<file path="src/hw/rtl/srle_pkg.sv">
// Shared types and constants for the snapshot run-length encoder.
// No dependencies; used by every module of the block.
`default_nettype none

package srle_pkg;

    localparam logic [7:0] CODE_MARK = 8'hED;
    localparam logic [7:0] MIN_CODED = 8'd4;
    localparam logic [7:0] MAX_RUN   = 8'd255;

    // command queue, depth must be a power of two
    localparam int QUEUE_DEPTH = 2;
    localparam int QPTR_W      = $clog2(QUEUE_DEPTH);
    localparam int QCNT_W      = $clog2(QUEUE_DEPTH + 1);

    // positions of the count and value bytes inside ED ED count value
    localparam logic [2:0] CODE_IDX_COUNT = 3'd2;
    localparam logic [2:0] CODE_IDX_VALUE = 3'd3;

    typedef struct packed {
        logic [7:0] data_byte;
        logic       block_last;
    } t_in_item;

    typedef struct packed {
        logic [7:0] out_byte;
        logic       item_last;
        logic       block_done;
    } t_out_item;

    typedef enum logic [1:0] {
        FLUSH_NONE,
        FLUSH_CODE,
        FLUSH_LIT
    } t_flush_kind;

    // one item's worth of output work
    typedef struct packed {
        t_flush_kind flush_kind;
        logic [7:0]  count;
        logic [7:0]  value;
        logic        tail_en;
        logic [7:0]  tail_byte;
        logic        blk_last;
    } t_cmd;

    typedef enum logic {
        BK_FLUSH,
        BK_TAIL
    } t_back_state;

endpackage

`default_nettype wire

</file>
<file path="src/hw/rtl/snapshot_rle_encoder_unit.sv">
// Snapshot run-length encoder, ED ED count value code. An item whose byte
// only extends the pending run produces no output; an item that produces n
// bytes (one to five) holds the back-end sequencer until its last byte is
// out, since the output register takes one byte per cycle while the
// receiver is not stalling it. The front end accepts a new item every cycle
// while the two-entry command queue has room, so short bursts are absorbed
// and the sustained rate is set by the number of output bytes. The first
// output byte of an item passes through the command queue and then the
// output register. Depends on srle_pkg, srle_front, srle_queue, srle_back.
`default_nettype none

module snapshot_rle_encoder_unit (
    input  wire logic                i_clk,
    input  wire logic                i_rst_n,
    input  wire logic                i_valid,
    output logic                     o_ready,
    input  wire srle_pkg::t_in_item  i_data,
    output logic                     o_valid,
    input  wire logic                i_ready,
    output srle_pkg::t_out_item      o_data
);

    logic           push, q_ready, q_valid, pop;
    srle_pkg::t_cmd f_cmd, q_cmd;

    srle_front u_front (
        .i_clk     (i_clk),
        .i_rst_n   (i_rst_n),
        .i_valid   (i_valid),
        .o_ready   (o_ready),
        .i_data    (i_data),
        .o_push    (push),
        .o_cmd     (f_cmd),
        .i_q_ready (q_ready)
    );

    srle_queue u_queue (
        .i_clk   (i_clk),
        .i_rst_n (i_rst_n),
        .i_push  (push),
        .i_cmd   (f_cmd),
        .o_ready (q_ready),
        .o_valid (q_valid),
        .o_cmd   (q_cmd),
        .i_pop   (pop)
    );

    srle_back u_back (
        .i_clk     (i_clk),
        .i_rst_n   (i_rst_n),
        .i_q_valid (q_valid),
        .i_cmd     (q_cmd),
        .o_pop     (pop),
        .o_valid   (o_valid),
        .i_ready   (i_ready),
        .o_data    (o_data)
    );

endmodule

`default_nettype wire

</file>
<file path="src/hw/rtl/srle_front.sv">
// Front end: accepts items, holds the pending run and issues output commands.
// Depends on srle_pkg.
`default_nettype none

module srle_front (
    input  wire logic               i_clk,
    input  wire logic               i_rst_n,
    input  wire logic               i_valid,
    output logic                    o_ready,
    input  wire srle_pkg::t_in_item i_data,
    output logic                    o_push,
    output srle_pkg::t_cmd          o_cmd,
    input  wire logic               i_q_ready
);

    logic [7:0] r_prev_byte, n_prev_byte;
    logic       r_prev_valid, n_prev_valid;
    logic [7:0] r_run_length, n_run_length;

    logic           accept;
    logic [7:0]     run_inc;
    logic           after_mark;
    srle_pkg::t_cmd cmd;

    assign o_ready = i_q_ready;
    assign accept  = i_valid && i_q_ready;
    assign run_inc = r_run_length + 8'd1;

    always_comb begin
        cmd          = '0;
        cmd.flush_kind = srle_pkg::FLUSH_NONE;
        cmd.blk_last = i_data.block_last;
        cmd.tail_byte = i_data.data_byte;
        n_prev_byte  = r_prev_byte;
        n_prev_valid = r_prev_valid;
        n_run_length = r_run_length;
        after_mark   = r_prev_valid && (r_prev_byte == srle_pkg::CODE_MARK);
        if (r_prev_valid && (i_data.data_byte == r_prev_byte)) begin
            n_run_length = run_inc;
            if ((run_inc >= srle_pkg::MAX_RUN) || i_data.block_last || after_mark) begin
                cmd.flush_kind = srle_pkg::FLUSH_CODE;
                cmd.count      = run_inc;
                cmd.value      = r_prev_byte;
                n_prev_byte    = '0;
                n_prev_valid   = 1'b0;
                n_run_length   = '0;
            end
        end else begin
            cmd.count = r_run_length;
            cmd.value = r_prev_byte;
            if (r_prev_valid && (r_run_length > srle_pkg::MIN_CODED)) begin
                cmd.flush_kind = srle_pkg::FLUSH_CODE;
            end else if (r_prev_valid) begin
                cmd.flush_kind = srle_pkg::FLUSH_LIT;
            end
            if (after_mark || i_data.block_last) begin
                cmd.tail_en  = 1'b1;
                n_prev_byte  = '0;
                n_prev_valid = 1'b0;
                n_run_length = '0;
            end else begin
                n_prev_byte  = i_data.data_byte;
                n_prev_valid = 1'b1;
                n_run_length = 8'd1;
            end
        end
    end

    assign o_cmd  = cmd;
    assign o_push = accept && ((cmd.flush_kind != srle_pkg::FLUSH_NONE) || cmd.tail_en);

    always_ff @(posedge i_clk) begin
        if (!i_rst_n) begin
            r_prev_byte  <= '0;
            r_prev_valid <= 1'b0;
            r_run_length <= '0;
        end else if (accept) begin
            r_prev_byte  <= n_prev_byte;
            r_prev_valid <= n_prev_valid;
            r_run_length <= n_run_length;
        end
    end

    a_idle_clear: assert property (@(posedge i_clk) disable iff (!i_rst_n)
        !r_prev_valid |-> (r_run_length == 8'd0 && r_prev_byte == 8'd0))
        else $error("srle_front: idle state not cleared");

    a_run_range: assert property (@(posedge i_clk) disable iff (!i_rst_n)
        r_prev_valid |-> (r_run_length != 8'd0 && r_run_length < srle_pkg::MAX_RUN))
        else $error("srle_front: run length out of range");

    a_mark_single: assert property (@(posedge i_clk) disable iff (!i_rst_n)
        (r_prev_valid && r_prev_byte == srle_pkg::CODE_MARK) |-> r_run_length == 8'd1)
        else $error("srle_front: pending mark run longer than one");

endmodule

`default_nettype wire

</file>
<file path="src/hw/rtl/srle_queue.sv">
// Short command queue between front and back end.
// Depends on srle_pkg.
`default_nettype none

module srle_queue (
    input  wire logic           i_clk,
    input  wire logic           i_rst_n,
    input  wire logic           i_push,
    input  wire srle_pkg::t_cmd i_cmd,
    output logic                o_ready,
    output logic                o_valid,
    output srle_pkg::t_cmd      o_cmd,
    input  wire logic           i_pop
);

    srle_pkg::t_cmd r_mem [srle_pkg::QUEUE_DEPTH];
    logic [srle_pkg::QPTR_W-1:0] r_wr_ptr, r_rd_ptr;
    logic [srle_pkg::QCNT_W-1:0] r_count, n_count;

    logic do_push, do_pop;

    assign o_ready = (r_count != srle_pkg::QCNT_W'(srle_pkg::QUEUE_DEPTH));
    assign o_valid = (r_count != '0);
    assign o_cmd   = r_mem[r_rd_ptr];
    assign do_push = i_push && o_ready;
    assign do_pop  = i_pop && o_valid;

    always_comb begin
        n_count = r_count;
        if (do_push && !do_pop) begin
            n_count = r_count + 1'b1;
        end else if (do_pop && !do_push) begin
            n_count = r_count - 1'b1;
        end
    end

    always_ff @(posedge i_clk) begin
        if (do_push) begin
            r_mem[r_wr_ptr] <= i_cmd;
        end
    end

    always_ff @(posedge i_clk) begin
        if (!i_rst_n) begin
            r_wr_ptr <= '0;
            r_rd_ptr <= '0;
            r_count  <= '0;
        end else begin
            if (do_push) r_wr_ptr <= r_wr_ptr + 1'b1;
            if (do_pop)  r_rd_ptr <= r_rd_ptr + 1'b1;
            r_count <= n_count;
        end
    end

endmodule

`default_nettype wire

</file>
<file path="src/hw/rtl/srle_back.sv">
// Back end: expands queued commands into output bytes through an output
// register, one per cycle unless the receiver stalls. Depends on srle_pkg.
`default_nettype none

module srle_back (
    input  wire logic                i_clk,
    input  wire logic                i_rst_n,
    input  wire logic                i_q_valid,
    input  wire srle_pkg::t_cmd      i_cmd,
    output logic                     o_pop,
    output logic                     o_valid,
    input  wire logic                i_ready,
    output srle_pkg::t_out_item      o_data
);

    srle_pkg::t_back_state r_state, n_state;
    logic [2:0]            r_idx, n_idx;
    logic                  r_out_valid;
    srle_pkg::t_out_item   r_out;

    logic       emit;
    logic       tail_now;
    logic       flush_end;
    logic       item_end;
    logic [7:0] cur_byte;

    assign emit = i_q_valid && (!r_out_valid || i_ready);

    // output decode
    always_comb begin
        tail_now  = (r_state == srle_pkg::BK_TAIL) ||
                    (i_cmd.flush_kind == srle_pkg::FLUSH_NONE);
        flush_end = 1'b0;
        cur_byte  = i_cmd.tail_byte;
        if (!tail_now) begin
            unique case (i_cmd.flush_kind)
                srle_pkg::FLUSH_CODE: begin
                    flush_end = (r_idx == srle_pkg::CODE_IDX_VALUE);
                    if (r_idx == srle_pkg::CODE_IDX_VALUE) begin
                        cur_byte = i_cmd.value;
                    end else if (r_idx == srle_pkg::CODE_IDX_COUNT) begin
                        cur_byte = i_cmd.count;
                    end else begin
                        cur_byte = srle_pkg::CODE_MARK;
                    end
                end
                srle_pkg::FLUSH_LIT: begin
                    flush_end = (r_idx == (i_cmd.count[2:0] - 3'd1));
                    cur_byte  = i_cmd.value;
                end
                default: begin
                    flush_end = 1'b1;
                end
            endcase
        end
        item_end = tail_now || (flush_end && !i_cmd.tail_en);
    end

    // next state
    always_comb begin
        n_state = r_state;
        n_idx   = r_idx;
        if (emit) begin
            if (item_end) begin
                n_state = srle_pkg::BK_FLUSH;
                n_idx   = '0;
            end else if (flush_end) begin
                n_state = srle_pkg::BK_TAIL;
                n_idx   = '0;
            end else begin
                n_idx = r_idx + 3'd1;
            end
        end
    end

    assign o_pop = emit && item_end;

    always_ff @(posedge i_clk) begin
        if (!i_rst_n) begin
            r_state     <= srle_pkg::BK_FLUSH;
            r_idx       <= '0;
            r_out_valid <= 1'b0;
        end else begin
            r_state <= n_state;
            r_idx   <= n_idx;
            if (emit) begin
                r_out_valid <= 1'b1;
            end else if (i_ready) begin
                r_out_valid <= 1'b0;
            end
        end
    end

    always_ff @(posedge i_clk) begin
        if (emit) begin
            r_out.out_byte   <= cur_byte;
            r_out.item_last  <= item_end;
            r_out.block_done <= item_end && i_cmd.blk_last;
        end
    end

    assign o_valid = r_out_valid;
    assign o_data  = r_out;

    a_tail_has_head: assert property (@(posedge i_clk) disable iff (!i_rst_n)
        (r_state == srle_pkg::BK_TAIL) |-> (i_q_valid && i_cmd.tail_en))
        else $error("srle_back: tail phase without tail byte");

    a_lit_bound: assert property (@(posedge i_clk) disable iff (!i_rst_n)
        (i_q_valid && r_state == srle_pkg::BK_FLUSH &&
         i_cmd.flush_kind == srle_pkg::FLUSH_LIT) |->
        (i_cmd.count != 8'd0 && i_cmd.count <= srle_pkg::MIN_CODED &&
         r_idx < i_cmd.count[2:0]))
        else $error("srle_back: literal copy index out of range");

    a_done_is_last: assert property (@(posedge i_clk) disable iff (!i_rst_n)
        (r_out_valid && r_out.block_done) |-> r_out.item_last)
        else $error("srle_back: block end not on last byte of item");

endmodule

`default_nettype wire

</file>
<file path="config.mk">
export PLATFORM = sky130hd
export DESIGN_NAME = snapshot_rle_encoder_unit
export DESIGN_NICKNAME = d
export VERILOG_FILES = /design/src/hw/rtl/srle_pkg.sv /design/src/hw/rtl/snapshot_rle_encoder_unit.sv /design/src/hw/rtl/srle_front.sv /design/src/hw/rtl/srle_queue.sv /design/src/hw/rtl/srle_back.sv
export SDC_FILE = /design/constraint.sdc
export NUM_CORES = 1
export LEC_CHECK = 0
export ABC_AREA = 0
export BUFFER_PORTS_ARGS = -buffer_cell sky130_fd_sc_hd__buf_2
export CAP_MARGIN = 20
export CELL_PAD_IN_SITES_DETAIL_PLACEMENT = 0
export CELL_PAD_IN_SITES_GLOBAL_PLACEMENT = 1
export CORE_MARGIN = 2
export CORE_UTILIZATION = 53
export DETAILED_ROUTE_END_ITERATION = 10
export GPL_ROUTABILITY_DRIVEN = 1
export GPL_TIMING_DRIVEN = 0
export PLACE_DENSITY = 0.84
export SLEW_MARGIN = 20
export SYNTH_ARGS = -nofsm -noshare
export SYNTH_HDL_FRONTEND = slang
export SYNTH_SLANG_ARGS = --single-unit
</file>
<file path="constraint.sdc">
create_clock -name i_clk -period 8.95 [get_ports i_clk]
set_input_delay 1.79 -clock i_clk [delete_from_list [all_inputs] [get_ports i_clk]]
set_output_delay 1.79 -clock i_clk [all_outputs]
set_load 0.05 [all_outputs]
</file>
==> flow_metrics.env <==
export IMPL_outcome="finished clean"
export IMPL_post_cts_buffers=0
export IMPL_vias=2749
export IMPL_path_class="reg2reg"
export IMPL_gp_congestion=0.819
export IMPL_die_area_um2=8770
export IMPL_avgSynthCellArea_um2=12.2
export IMPL_antenna_found_initial=0
export IMPL_synth_common_cells="66 x edfxtp_1, 31 x mux2i_1, 29 x nor2_1, 27 x dfxtp_1, 21 x o21ai_0"
export IMPL_hpwl_mm=5.95
export IMPL_fin_nets=412
export IMPL_yosysMostFrequentCell="edfxtp_1"
export IMPL_seq_area_frac_synth_pct=59.2
export IMPL_finClkSkew_ns=0.00837
export IMPL_synth_area_top_cells="edfxtp_1 47%, dfxtp_1 13%, mux2i_1 7.3%, ha_1 3.2%, xnor2_1 2.7%"
export IMPL_antenna_cells=0
export IMPL_first_iter_violations=173
export IMPL_maxSlewViolCount=0
export IMPL_cts_tree="done"
export IMPL_die_w_um=93.7
export IMPL_post_drt_wl_per_cell_um=16.6
export IMPL_intPower_mw=0.825
export IMPL_leakage_nw=1.70
export IMPL_relSlewSlack_pct=41.4
export IMPL_hold_violations=0
export IMPL_clkPwrFrac_pct=20.8
export IMPL_final_antenna_net_count=0
export IMPL_switchingPower_mw=0.495
export IMPL_ir_worst_vdd_mv=0.0886
export IMPL_p_sw_share_pct=37.5
export IMPL_gr_total_overflow=0
export IMPL_grt_first_pass_wirelength_mm=13.1
export IMPL_period_share_pct=43.1
export IMPL_start_util_pct=54.9
export IMPL_wirelength_mm=8.24
export IMPL_rows=32
export IMPL_drc=0
export IMPL_fin_tns_setup_ns=0
export IMPL_drive_gt1_share_pct=16.0
export IMPL_stdcell_area_um2=4750
export IMPL_drv_cap=0
export IMPL_cp_end_kind="flop"
export IMPL_timing_final_ws_setup_ns=5.10
export IMPL_share_comb_of_total_power_pct=35.1
export IMPL_synth_enable_flop_cells=66
export IMPL_cts_hold_buffers=0
export IMPL_io_pins=25
export IMPL_fillers=645
export IMPL_syn_area_um2=4260
export IMPL_clkTransAtPathRegs_ns=0.09
export IMPL_worstMarginPinSlew_ns=0.877
export IMPL_area_delta_synth_final_pct=11.4
export IMPL_h_tree_depth=3
export IMPL_core_area_um2=7770
export IMPL_clkLatencyLatePin_ns=0.37
export IMPL_cts_resized=0
export IMPL_cp_max_fo=10
export IMPL_synthCells=349
export IMPL_yosysTopAreaCellShare_pct=46.5
export IMPL_final_seq_area_um2=2520
export IMPL_grt_usage_pct=20.5
export IMPL_setup_viol=0
export IMPL_numCtsBuffers=9
export IMPL_pwr_share_seq_pct=44.1
export IMPL_dieHeight_um=93.7
export IMPL_timing_fmax_mhz=260
export IMPL_rsz0062_at_grt="false"
export IMPL_dpl_cell_area_um2=4540
export IMPL_ys_warn_count=0
export IMPL_cp_arrival_ns=4.15
export IMPL_fin_util_pct=61.1
export IMPL_synth_area_leader_cell="edfxtp_1"
export IMPL_cts_root_buffer="clkbuf_8"
export IMPL_async_flop_share_pct=0
export IMPL_post_place_ws_ns=4.83
export IMPL_clockBufferDepth=2
export IMPL_synth_ff_type="edfxtp_1"
export IMPL_synth_seq_cells=93
export IMPL_grt_pass1_vias=2562
export IMPL_grt_max_degree=29
export IMPL_worstSetupStartpointType="flop"
export IMPL_multi_input_comb_area_um2=1640
export IMPL_holdWs_ns=0.493
export IMPL_synth_nets=373
export IMPL_cts_sinks=93
export IMPL_vias_per_cell=5.55
export IMPL_dr_pass1_iters=5
export IMPL_io_buffers=24
export IMPL_fin_crit_ns=3.85
export IMPL_crit_required_ns=9.24
export IMPL_holdCritPathClass="reg2reg"
export IMPL_ys_types=52
export IMPL_power_density_nw_per_um2=278
-- cell type report --
| cell class | count | share of cell area, % |
|---|---|---|
| clock buffers | 11 | 3.22 |
| inverters | 8 | 0.633 |
| flip-flops and latches | 93 | 53.2 |
| well taps | 102 | 2.69 |
| multi-input cells | 234 | 34.6 |
| repair buffers | 28 | 3.11 |
| clock inverters | 5 | 0.870 |
| plain buffers | 14 | 1.69 |
-- state kept, by name, summed over array words and instances, names as in the netlist, named ones only --
| name | cells |
|---|---|
| u_queue.r_rd_ptr | 1 |
| u_front.r_prev_byte | 8 |
| u_back.r_idx | 3 |
| u_queue.r_wr_ptr | 1 |
| u_back.r_state | 1 |
| u_queue.r_mem | 56 |
| u_front.r_prev_valid | 1 |
| u_back.o_data | 10 |
| u_back.o_valid | 1 |
| u_queue.r_count | 2 |
| u_front.r_run_length | 8 |
-- final timing paths --
check	start	endpoint	slack, ns	cells after the start
setup / recovery	flop	u_queue.r_count[1]	5.10	10
hold / removal	u_queue.r_rd_ptr	u_queue.r_rd_ptr	0.49	2
setup reg to reg	flop	u_queue.r_count[1]	5.10	10
hold reg to reg	u_queue.r_rd_ptr	u_queue.r_rd_ptr	0.49	2
-- layout by cell type (no fill, tap or decap), types with 9 or more instances in the layout --
cell | Yosys | layout
nor2_1 | 29 | 28
edfxtp_1 | 66 | 66
nor2b_1 | 14 | 14
ha_1 | 11 | 11
xnor2_1 | 13 | 13
o21ai_0 | 21 | 21
a22o_1 | 11 | 11
buf_2 | 4 | 29
dfxtp_1 | 27 | 27
clkbuf_8 | 0 | 9
nand2_1 | 18 | 18
mux2i_1 | 31 | 31
a21oi_1 | 11 | 11
nand3_1 | 11 | 11
-- metal layers --
metal	up-vias	global-route usage, %	wire length (um)
met5	-	0	0
met4	0	9.66	183
met3	12	4.33	434
met2	56	30.3	3730
met1	1309	29.1	3890
li1	1372	-	-
-- power by group through the flow --
stage                     logic (mW)  registers, mW  clock network (mW)
after global placement         0.453          0.593                   0
after detailed placement       0.465          0.593                   0
after floorplan                0.264          0.683                   0
after global routing           0.510          0.589               0.297
after CTS                      0.465          0.583               0.278
final                          0.464          0.582               0.274
-- metrics by stage --
| stage | cells | total power [mW] |
|---|---|---|
| finish | 495 | 1.32 |
| global route | 495 | 1.40 |
| CTS | 495 | 1.33 |
| detailed placement | 479 | 1.06 |
| global placement | 475 | 1.05 |
| floorplan | 349 | 0.947 |
-- cell families after synthesis --
group,count (synthesis),share of synthesized area (%)
buffers and inverters,22,2.58
AND/OR/NAND/NOR,105,12.8
AO/OA/AOI/OAI,69,11.1
XOR/XNOR,17,3.49
flip-flops,93,59.2
multiplexers,32,7.55
adder cells (fa/ha/maj),11,3.23
-- critical path, cell delays in order, from the launching register on --
cell and delay [ns]:
dfxtp_1 0.31, buf_2 0.27, buf_1 0.66, mux2i_1 0.27
ha_1 0.34, nor3b_1 0.72, a31oi_1 0.24, nand2_1 0.20
ha_1 0.28, or3_1 0.35, a21oi_1 0.14
(Power assumes the default switching activity.)
